### config.mk
export PLATFORM = sky130hd
export DESIGN_NAME = coalescing_request_ring_queue_core
export DESIGN_NICKNAME = d
export VERILOG_FILES = /design/src/hdl/crq_pkg.sv /design/src/hdl/crq_datapath.sv /design/src/hdl/crq_ctrl.sv /design/src/hdl/coalescing_request_ring_queue_core.sv
export SDC_FILE = /design/constraint.sdc
export NUM_CORES = 1
export LEC_CHECK = 0
export ABC_AREA = 1
export BUFFER_PORTS_ARGS = -buffer_cell sky130_fd_sc_hd__clkbuf_2
export CORE_MARGIN = 2
export CORE_UTILIZATION = 60
export CTS_BUF_LIST = sky130_fd_sc_hd__clkbuf_8
export DETAILED_ROUTE_END_ITERATION = 7
export PLACE_DENSITY = 0.85
export SYNTH_ARGS = -nofsm -noshare
export SYNTH_HDL_FRONTEND = slang
export SYNTH_HIERARCHICAL = 1
export SYNTH_SLANG_ARGS = --single-unit
### constraint.sdc
create_clock -name clk -period 7.6 [get_ports clk]
set_input_delay 0.76 -clock clk [delete_from_list [all_inputs] [get_ports clk]]
set_output_delay 0.76 -clock clk [all_outputs]
set_load 0.02 [all_outputs]
### src/hdl/crq_pkg.sv
`timescale 1ns / 1ps

package crq_pkg;

    localparam int QUEUE_DEPTH_DEF = 16;

    localparam logic MODE_ENQ = 1'b0;
    localparam logic MODE_DEQ = 1'b1;

    localparam logic [2:0] ST_APPENDED = 3'd0;
    localparam logic [2:0] ST_MERGED   = 3'd1;
    localparam logic [2:0] ST_DROPPED  = 3'd2;
    localparam logic [2:0] ST_DEQUEUED = 3'd3;
    localparam logic [2:0] ST_EMPTY    = 3'd4;

    typedef struct packed {
        logic        mode;
        logic [15:0] sound_id;
        logic [7:0]  volume;
    } req_t;

    typedef struct packed {
        logic [2:0]  status;
        logic [15:0] out_id;
        logic [7:0]  out_volume;
        logic [3:0]  pending_count;
    } rsp_t;

    typedef struct packed {
        logic       load;
        logic       scan_start;
        logic       scan_step;
        logic       commit;
        logic [2:0] result;
    } cmd_t;

    typedef struct packed {
        logic is_deq;
        logic empty;
        logic full;
        logic hit;
        logic last;
        logic out_free;
    } sts_t;

endpackage

### src/hdl/crq_datapath.sv
`timescale 1ns / 1ps

module crq_datapath #(
    parameter int QUEUE_DEPTH = crq_pkg::QUEUE_DEPTH_DEF
) (
    input  logic          clk,
    input  logic          rst_n,
    input  crq_pkg::req_t req,
    input  crq_pkg::cmd_t cmd,
    output crq_pkg::sts_t sts,
    output logic          rsp_valid,
    input  logic          rsp_ready,
    output crq_pkg::rsp_t rsp
);
    import crq_pkg::*;

    localparam int IDX_W = $clog2(QUEUE_DEPTH);
    localparam int CNT_W = IDX_W + 1;
    localparam logic [IDX_W-1:0] LAST_IDX = IDX_W'(QUEUE_DEPTH - 1);

    typedef struct packed {
        logic [15:0] id;
        logic [7:0]  volume;
    } entry_t;

    entry_t           mem [QUEUE_DEPTH];
    logic [IDX_W-1:0] head_reg, head_next, tail_reg, tail_next, scan_reg, scan_next;
    logic [IDX_W-1:0] head_inc, tail_inc, scan_inc, rd_addr, wr_addr;
    req_t             item_reg;
    entry_t           rd_data_reg, wr_data;
    logic             mem_we;
    logic             rsp_valid_reg;
    rsp_t             rsp_reg, rsp_next;
    logic [CNT_W-1:0] diff;
    logic [CNT_W+3:0] count_ext;

    function automatic logic [IDX_W-1:0] ring_next(input logic [IDX_W-1:0] i);
        return (i == LAST_IDX) ? '0 : i + IDX_W'(1);
    endfunction

    always_comb
    begin
        head_inc = ring_next(head_reg);
        tail_inc = ring_next(tail_reg);
        scan_inc = ring_next(scan_reg);

        sts.is_deq   = (item_reg.mode == MODE_DEQ);
        sts.empty    = (head_reg == tail_reg);
        sts.full     = (tail_inc == head_reg);
        sts.hit      = (rd_data_reg.id == item_reg.sound_id);
        sts.last     = (scan_inc == tail_reg);
        sts.out_free = !rsp_valid_reg || rsp_ready;

        rd_addr   = cmd.scan_step ? scan_inc : head_reg;
        scan_next = rd_addr;

        head_next      = head_reg;
        tail_next      = tail_reg;
        mem_we         = 1'b0;
        wr_addr        = tail_reg;
        wr_data.id     = item_reg.sound_id;
        wr_data.volume = item_reg.volume;

        if (cmd.commit)
        begin
            case (cmd.result)
                ST_APPENDED:
                begin
                    mem_we    = 1'b1;
                    tail_next = tail_inc;
                end
                ST_MERGED:
                begin
                    if (item_reg.volume > rd_data_reg.volume)
                    begin
                        mem_we = 1'b1;
                    end
                    wr_addr    = scan_reg;
                    wr_data.id = rd_data_reg.id;
                end
                ST_DEQUEUED:
                begin
                    head_next = head_inc;
                end
                default:
                begin
                end
            endcase
        end

        diff = {1'b0, tail_next} - {1'b0, head_next};
        if (tail_next < head_next)
        begin
            diff = diff + CNT_W'(QUEUE_DEPTH);
        end
        count_ext = {4'b0000, diff};

        rsp_next.status        = cmd.result;
        rsp_next.out_id        = (cmd.result == ST_DEQUEUED) ? rd_data_reg.id : 16'd0;
        rsp_next.out_volume    = (cmd.result == ST_DEQUEUED) ? rd_data_reg.volume : 8'd0;
        rsp_next.pending_count = count_ext[3:0];
    end

    always_ff @(posedge clk or negedge rst_n)
    begin
        if (!rst_n)
        begin
            head_reg      <= '0;
            tail_reg      <= '0;
            rsp_valid_reg <= 1'b0;
        end
        else
        begin
            head_reg <= head_next;
            tail_reg <= tail_next;
            if (cmd.commit)
            begin
                rsp_valid_reg <= 1'b1;
            end
            else if (rsp_ready)
            begin
                rsp_valid_reg <= 1'b0;
            end
        end
    end

    always_ff @(posedge clk)
    begin
        if (cmd.load)
        begin
            item_reg <= req;
        end
        if (cmd.scan_start || cmd.scan_step)
        begin
            scan_reg    <= scan_next;
            rd_data_reg <= mem[rd_addr];
        end
        if (mem_we)
        begin
            mem[wr_addr] <= wr_data;
        end
        if (cmd.commit)
        begin
            rsp_reg <= rsp_next;
        end
    end

    assign rsp_valid = rsp_valid_reg;
    assign rsp       = rsp_reg;

    a_commit_slot_free: assert property (@(posedge clk) disable iff (!rst_n)
        cmd.commit |-> sts.out_free)
        else $error("Result committed while the output beat is still held.");

    a_append_not_full: assert property (@(posedge clk) disable iff (!rst_n)
        cmd.commit && (cmd.result == ST_APPENDED) |-> !sts.full)
        else $error("Append committed into a full ring.");

    a_dequeue_not_empty: assert property (@(posedge clk) disable iff (!rst_n)
        cmd.commit && (cmd.result == ST_DEQUEUED) |-> !sts.empty)
        else $error("Dequeue committed from an empty ring.");

    a_index_range: assert property (@(posedge clk) disable iff (!rst_n)
        (head_reg <= LAST_IDX) && (tail_reg <= LAST_IDX))
        else $error("Ring index out of range.");

endmodule

### src/hdl/crq_ctrl.sv
`timescale 1ns / 1ps

module crq_ctrl (
    input  logic          clk,
    input  logic          rst_n,
    input  logic          req_valid,
    output logic          req_ready,
    input  crq_pkg::sts_t sts,
    output crq_pkg::cmd_t cmd
);
    import crq_pkg::*;

    typedef enum logic [1:0] {
        S_IDLE,
        S_DISPATCH,
        S_SCAN,
        S_COMMIT
    } state_t;

    state_t     state_reg, state_next;
    logic [2:0] result_reg, result_next;

    always_comb
    begin
        state_next  = state_reg;
        result_next = result_reg;
        cmd         = '0;
        cmd.result  = result_reg;
        req_ready   = (state_reg == S_IDLE);

        case (state_reg)
            S_IDLE:
            begin
                if (req_valid)
                begin
                    cmd.load   = 1'b1;
                    state_next = S_DISPATCH;
                end
            end
            S_DISPATCH:
            begin
                state_next = S_COMMIT;
                if (sts.is_deq)
                begin
                    if (sts.empty)
                    begin
                        result_next = ST_EMPTY;
                    end
                    else
                    begin
                        cmd.scan_start = 1'b1;
                        result_next    = ST_DEQUEUED;
                    end
                end
                else if (sts.full)
                begin
                    result_next = ST_DROPPED;
                end
                else if (sts.empty)
                begin
                    result_next = ST_APPENDED;
                end
                else
                begin
                    cmd.scan_start = 1'b1;
                    state_next     = S_SCAN;
                end
            end
            S_SCAN:
            begin
                if (sts.hit)
                begin
                    result_next = ST_MERGED;
                    state_next  = S_COMMIT;
                end
                else if (sts.last)
                begin
                    result_next = ST_APPENDED;
                    state_next  = S_COMMIT;
                end
                else
                begin
                    cmd.scan_step = 1'b1;
                end
            end
            S_COMMIT:
            begin
                if (sts.out_free)
                begin
                    cmd.commit = 1'b1;
                    state_next = S_IDLE;
                end
            end
            default:
            begin
                state_next = S_IDLE;
            end
        endcase
    end

    always_ff @(posedge clk or negedge rst_n)
    begin
        if (!rst_n)
        begin
            state_reg  <= S_IDLE;
            result_reg <= ST_APPENDED;
        end
        else
        begin
            state_reg  <= state_next;
            result_reg <= result_next;
        end
    end

    a_scan_live_ring: assert property (@(posedge clk) disable iff (!rst_n)
        (state_reg == S_SCAN) |-> !sts.empty && !sts.full)
        else $error("Scan running on an empty or full ring.");

    a_commit_waits: assert property (@(posedge clk) disable iff (!rst_n)
        (state_reg == S_COMMIT) && !sts.out_free |=> (state_reg == S_COMMIT))
        else $error("Commit left while the output beat was still held.");

endmodule

### src/hdl/coalescing_request_ring_queue_core.sv
// Ring queue of pending sound requests that takes one beat at a time: an enqueue
// beat either appends, merges into a live entry with the same id (keeping the
// larger volume), or is dropped when QUEUE_DEPTH-1 entries are live; a dequeue
// beat pops the head entry or reports empty. An enqueue into a ring that is
// neither empty nor full scans the live entries from the head, reading the entry
// memory one entry per cycle, until it finds the same id or the last live entry.
// The result sits in an output register, so the next request beat is taken while
// a result still waits for rsp_ready.
`timescale 1ns / 1ps

module coalescing_request_ring_queue_core #(
    parameter int QUEUE_DEPTH = crq_pkg::QUEUE_DEPTH_DEF
) (
    input  logic          clk,
    input  logic          rst_n,
    input  logic          req_valid,
    output logic          req_ready,
    input  crq_pkg::req_t req,
    output logic          rsp_valid,
    input  logic          rsp_ready,
    output crq_pkg::rsp_t rsp
);
    import crq_pkg::*;

    cmd_t cmd;
    sts_t sts;

    crq_ctrl u_ctrl (
        .clk       (clk),
        .rst_n     (rst_n),
        .req_valid (req_valid),
        .req_ready (req_ready),
        .sts       (sts),
        .cmd       (cmd)
    );

    crq_datapath #(
        .QUEUE_DEPTH (QUEUE_DEPTH)
    ) u_datapath (
        .clk       (clk),
        .rst_n     (rst_n),
        .req       (req),
        .cmd       (cmd),
        .sts       (sts),
        .rsp_valid (rsp_valid),
        .rsp_ready (rsp_ready),
        .rsp       (rsp)
    );

endmodule

Word level (Yosys, flattened, before mapping):

Memory sizes are Yosys's and may differ from the RTL's. A register that Yosys moved wholly into a read port is not among the register bits.
Index checks and enable logic that the tools add are counted.

* flip-flop bits (word level): 74
* RAM bits: 384
* memories: 1

Memory list
* u_datapath.mem: depth 16, width 24, rd ports 1, clocked after Yosys merged registers in 1, wr ports 1, line crq_datapath.sv:26 `entry_t mem [QUEUE_DEPTH];`

* add/subtract/negate cells: 5
* order comparisons: 2
* equality and inequality tests: 16
* multiplexer cells: 46
* reductions and logical operators: 9

Operators with widths (number)
* two-way mux 4 bit: 11
* two-way mux 16 bit: 2
* two-way mux 1 bit: 18
* two-way mux 3 bit: 6
* adder 4 x 1 -> 4 bit (second input constant): 4
* equality test 16 bit: 1
* equality test 4 bit: 3
* equality test 4 bit (second input constant): 3
* two-way mux 2 bit: 6
* greater-than comparator 8 bit: 1
* one-hot mux 2 bit (4 select lines): 1
* one-hot mux 3 bit (2 select lines): 1
* AND reduction 3 bit: 2
* equality test 2 bit (second input constant): 2
* < comparator 4 bit: 1
* inequality test 2 bit (second input constant): 2
* inequality test 4 x 3 -> 1 bit (second input constant): 1
* nonzero test 2 bit: 2
* subtractor 4 bit: 1
* equality test 3 x 1 -> 1 bit (second input constant): 1
* equality test 3 x 2 -> 1 bit (second input constant): 1
* zero test 3 bit: 1
* inequality test 3 bit (second input constant): 1
* equality test 2 x 1 -> 1 bit (second input constant): 1
* 4 further kinds: 5

Longest topological paths before layout:

* depth in word-level cells: 8
* depth in mapped cells: 21
* mapped depth without buffers: 19

Cells and area by module:

The synthesis kept the hierarchy.

By module, submodules not included
* crq_datapath: instances 1, cells an instance 1917, area each 20787.4 um2
* crq_ctrl: instances 1, cells an instance 61, area each 409.1 um2

Worst setup path after synthesis:

No wires, ideal clock.

* path kind: in2reg
* from: input port rsp_ready
* to: memory u_datapath/mem[12][0] (netlist bit) (enable)
* data arrival time: 3613 ps
* data required time: 7195 ps
* setup slack: 3583 ps
* cell stages on the path: 11
* cells stage by stage: inv_1 > nand2_1 > nand2_1 > inv_1 > nand3_1 > buf_2 > o21ai_0 > inv_1 > nor2_1 > inv_1 > nor2_1

RTL lines
* start: declaration: line coalescing_request_ring_queue_core.sv:20 `input logic rsp_ready,`
* end: declaration: line crq_datapath.sv:26

==> PnR_summary.wiki <==
{| class="wikitable"
! Metric !! Value
|-
| Startpoint-to-endpoint class of the critical path || reg2reg
|-
| Drt pass-1 iters || 8
|-
| Clock Latency Late Sink || 610 ps
|-
| Syn Nets || just over 2,000
|-
| Pin count of the biggest net entering global routing || 101
|-
| Status || finished, final reports clean
|-
| Buffers from clock root to sink, at most || 3
|-
| PD cells || 420 mW/mm2
|-
| Count of final setup violators || 0
|-
| Fill cell total of the finished layout || about 2,300
|-
| Fraction of final layout cells with drive strength greater than 1 || 11.4%
|-
| Post-synthesis mux area share || 0%
|-
| Switch Pwr || a little over 4 mW
|-
| Number of violations of the max-capacitance limit || 0
|-
| Number of different library cells in the post-synthesis netlist || 34
|-
| Synthesized-area fraction occupied by adder cells || 1.22%
|-
| Synth-to-layout area growth || 9.85%
|-
| Cell count of the worst reg-to-reg path || 17
|-
| Overall die area || 0.0368 mm2
|-
| Antenna cell count || 0
|-
| Xor and xnor fraction of the mapped netlist area || 1.16%
|-
| Unrepaired setup endpoints after global routing || no
|-
| Die Span X || between 150 and 200 um
|-
| Crit end category || register
|-
| Detailed-route via count || 14,900
|-
| Tightest Hold Check Type || in2async
|-
| Buffer and inverter count on the worst path || 4
|-
| Worst-path maximum fanout || 99
|-
| Category of cells accounting for the largest share of critical-path delay || simple AND/OR/NAND/NOR gates
|-
| Reported leakage power || 9.80 nW
|-
| Flop-to-flop setup slack || 2550 ps
|-
| Comb pwr share || 41.9%
|-
| Cell-internal power || 5.67 mW
|-
| Arrival @ worst endpoint || 5400 ps
|-
| Start of the worst register-to-register path || u_datapath/rd_data_reg[17]
|-
| Placed wire-length estimate || ~28 mm
|-
| Number of warnings issued by yosys || 6
|-
| Core footprint || 0.0346 mm2
|-
| Share of the synthesized area in compound gates (AO/OA/AOI/OAI) || 1.16%
|-
| Switch share || 42.1%
|-
| Antenna viol nets, final || 0
|-
| Number of levels in the clock H-tree || 3
|-
| Gp weighted congestion || 0.852
|-
| Number of register bits inferred by synthesis || 482
|-
| Sequential share of power || 37.5%
|-
| Final WL || roughly 51 mm
|-
| Crit share post-route || between 60% and 70%
|-
| Flip-flop count of the largest register, all copies and words added || 384
|-
| Final global-route overflow total || 0
|-
| Worst IR drop on VDD || 0.344 mV
|-
| Dominant combinational cell family by area after synthesis || simple AND/OR/NAND/NOR gates
|-
| Max Clock Freq || 198 MHz
|-
| # hold bufs at CTS || 0
|-
| Net count of the finished layout || 2,103
|-
| Cts bufs inserted || 76
|-
| Number of antenna violations at the first check in global routing || 0
|-
| Vias in the first global route || 14,800
|-
| Gates resized, CTS repair || 0
|-
| Syn_area_per_cell || 10.7 um2
|-
| Relative contribution of the clock network to total power || 20.7%
|-
| Total track usage || 28.2%
|-
| Post-detailed-route DRC marker count || 0
|-
| Cell breakdown of the critical path || inv_1, or2_2, nand4_1, nor3_1, nand2_1, nor2_1, inv_1, nand2_2, nor2_4, nand3_4, buf_4, buf_4, nand3_1, nand3_1, nand3_1, nand3_1, nand2_1
|-
| Total power || between 9 and 10 mW
|-
| Cell area after synthesis || roughly 0.021 mm2
|-
| Transition time at the pin with the least slew margin || ~1300 ps
|-
| Initial cell density of the core || between 60 and 70%
|-
| Clock-pin slew reported for the worst setup and hold paths after clock tree synthesis || 60 ps
|-
| Via density per instance || 5.81
|-
| Most used cell along the critical path || sky130_fd_sc_hd__nand3_1
|-
| Count of standard-cell rows || 68
|-
| Detailed Route Iter0 Violations || 2,105
|-
| Clock tree from TritonCTS || built
|-
| I/O Buffers || 61
|-
| Slowest Stage Delay on Critical Path || 910 ps
|-
| Clk Tree Root Cell || sky130_fd_sc_hd__clkbuf_8
|-
| First-pass GRT wire length || between 70 and 80 mm
|-
| Final Critical Period || 5050 ps
|-
| Max-Slew Margin vs Limit || 14.5%
|-
| R2r endpoint || u_datapath/rd_data_reg[14]
|-
| Final hold violations || 0
|-
| Critical path data required time || 7950 ps
|-
| Vertical die dimension || 192 um
|-
| Skew final || 38.0 ps
|-
| Instance count of the mapped netlist || 1,978
|-
| Number of setup buffers added after CTS || 0
|-
| Kind of start point of the critical path || register
|-
| Final-report max-slew violation count || 0
|-
| Final-layout setup total negative slack || 0 ps
|-
| Count of boundary I/O pins || 62
|-
| Cell type of the slowest stage on the worst timing path || sky130_fd_sc_hd__buf_4
|-
| Total clock sinks || 482
|-
| Average routed wire per standard cell || 19.7 um
|-
| Share of synthesized cell area in and, or, nand and nor gates || 21.2%
|-
| Share of the yosys chip area belonging to registers || 68.0%
|}
==> worst max path at each step <==
stage	startpoint	endpoint	slack [ps]	cells past startpoint
floorplan	rsp_ready	u_datapath/mem[12][0]	3580	11
global placement	u_datapath/rd_data_reg[17]	u_datapath/rd_data_reg[10]	2960	17
detailed placement	u_datapath/rd_data_reg[17]	u_datapath/rd_data_reg[12]	2790	17
CTS	u_datapath/rd_data_reg[17]	u_datapath/rd_data_reg[14]	2730	17
global route	u_datapath/rd_data_reg[17]	u_datapath/rd_data_reg[14]	2400	17
finish	u_datapath/rd_data_reg[17]	u_datapath/rd_data_reg[14]	2550	17
==> per-stage QoR <==
stage | util, % | std cells | hold WS (ps) | instance area, um2 | setup WS, ps
2_1_floorplan | - | 1978 | 464 | 21200 | 3580
3_3_place_gp | 63.3 | 2431 | 487 | 21900 | 2960
3_5_place_dp | 63.3 | 2431 | 495 | 21900 | 2790
4_1_cts | 67.2 | 2561 | 29.2 | 23300 | 2730
5_1_grt | 67.2 | 2561 | 44.3 | 23300 | 2400
6_report | 67.2 | 2561 | 48.9 | 23300 | 2550
==> synth_stat cells <==
master,n,area (um2)
sky130_fd_sc_hd__a211oi_1,1,7.51
sky130_fd_sc_hd__nor2_4,1,11.3
sky130_fd_sc_hd__inv_2,3,11.3
sky130_fd_sc_hd__nand2_2,1,6.26
sky130_fd_sc_hd__o21ai_4,1,16.3
sky130_fd_sc_hd__nand4_1,2,12.5
sky130_fd_sc_hd__xor2_1,19,166
sky130_fd_sc_hd__a21boi_0,1,7.51
sky130_fd_sc_hd__buf_2,61,305
sky130_fd_sc_hd__dfrtp_1,14,350
sky130_fd_sc_hd__nor2_1,65,244
sky130_fd_sc_hd__or2_1,1,6.26
sky130_fd_sc_hd__buf_6,3,33.8
sky130_fd_sc_hd__clkbuf_1,20,75.1
sky130_fd_sc_hd__inv_4,1,6.26
sky130_fd_sc_hd__fa_1,1,20.0
sky130_fd_sc_hd__edfxtp_1,468,14100
sky130_fd_sc_hd__nor3_1,5,25.0
sky130_fd_sc_hd__ha_1,19,238
sky130_fd_sc_hd__xnor2_1,9,78.8
sky130_fd_sc_hd__a31oi_1,1,6.26
sky130_fd_sc_hd__or2_2,6,37.5
sky130_fd_sc_hd__a21oi_1,5,25.0
sky130_fd_sc_hd__o21ai_0,32,160
sky130_fd_sc_hd__o21ai_1,1,5.00
sky130_fd_sc_hd__buf_4,16,120
sky130_fd_sc_hd__buf_1,6,22.5
sky130_fd_sc_hd__nand3_1,446,2230
sky130_fd_sc_hd__nor4_1,2,12.5
sky130_fd_sc_hd__nand3_2,1,10.0
sky130_fd_sc_hd__inv_1,260,976
sky130_fd_sc_hd__nand2_1,502,1880
sky130_fd_sc_hd__o21ai_2,2,17.5
sky130_fd_sc_hd__nor2_2,2,12.5
==> final cells by class <==
class / count / area [um2] / share of cell area (%)
well taps: 455 / 569 / 2.45
inverters: 264 / 993 / 4.27
clock inverters: 54 / 325 / 1.40
multi-input cells: 1126 / 5320 / 22.8
clock buffers: 76 / 1050 / 4.49
flip-flops and latches: 482 / 14400 / 61.9
repair buffers: 104 / 628 / 2.70
==> cell usage in the layout (no fill, tap or decap), types with 2 or more instances in the layout <==
| cell type | n |
|---|---|
| sky130_fd_sc_hd__o21ai_1 | 3 |
| sky130_fd_sc_hd__nor4_1 | 2 |
| sky130_fd_sc_hd__nor3_1 | 5 |
| sky130_fd_sc_hd__o21ai_0 | 30 |
| sky130_fd_sc_hd__nand3_1 | 445 |
| sky130_fd_sc_hd__clkbuf_8 | 76 |
| sky130_fd_sc_hd__xnor2_1 | 9 |
| sky130_fd_sc_hd__or2_2 | 6 |
| sky130_fd_sc_hd__bufinv_16 | 3 |
| sky130_fd_sc_hd__nand2_4 | 2 |
| sky130_fd_sc_hd__nor2_1 | 49 |
| sky130_fd_sc_hd__inv_2 | 4 |
| sky130_fd_sc_hd__nand2_1 | 500 |
| sky130_fd_sc_hd__nor2_2 | 18 |
| sky130_fd_sc_hd__dfrtp_1 | 14 |
| sky130_fd_sc_hd__clkbuf_2 | 61 |
| sky130_fd_sc_hd__o21ai_4 | 2 |
| sky130_fd_sc_hd__a21oi_1 | 5 |
| sky130_fd_sc_hd__xor2_1 | 19 |
| sky130_fd_sc_hd__ha_1 | 19 |
| sky130_fd_sc_hd__buf_4 | 43 |
| sky130_fd_sc_hd__clkinv_1 | 15 |
| sky130_fd_sc_hd__inv_1 | 276 |
| sky130_fd_sc_hd__clkinv_2 | 13 |
| sky130_fd_sc_hd__edfxtp_1 | 468 |
| sky130_fd_sc_hd__nand4_1 | 2 |
| sky130_fd_sc_hd__clkinvlp_4 | 4 |
==> kinds of logic after synthesis <==
kind of cell	Yosys count
xor+xnor	28
fa+ha+maj	20
buf+inv	370
compound gates	44
simple gates	1034
flops	482
==> power groups by stage <==
stage	clock network, mW	logic (mW)	registers, mW
2_1_floorplan	0	2.97	3.72
3_3_place_gp	0	3.82	3.71
4_1_cts	2.05	4.02	3.67
5_1_grt	2.16	4.50	3.70
6_report	2.02	4.10	3.67
3_5_place_dp	0	3.99	3.72
==> per-layer routing <==
metal  up-vias  global-route usage, %  part of all wire (%)
met1      6972                   35.3                    35
met4         0                   14.1                   4.5
li1       6776                      -                     -
met5         -                      0                     0
met2       956                   46.6                    49
met3       181                   6.08                    12
No activity file was read; power rests on OpenSTA's default activity.
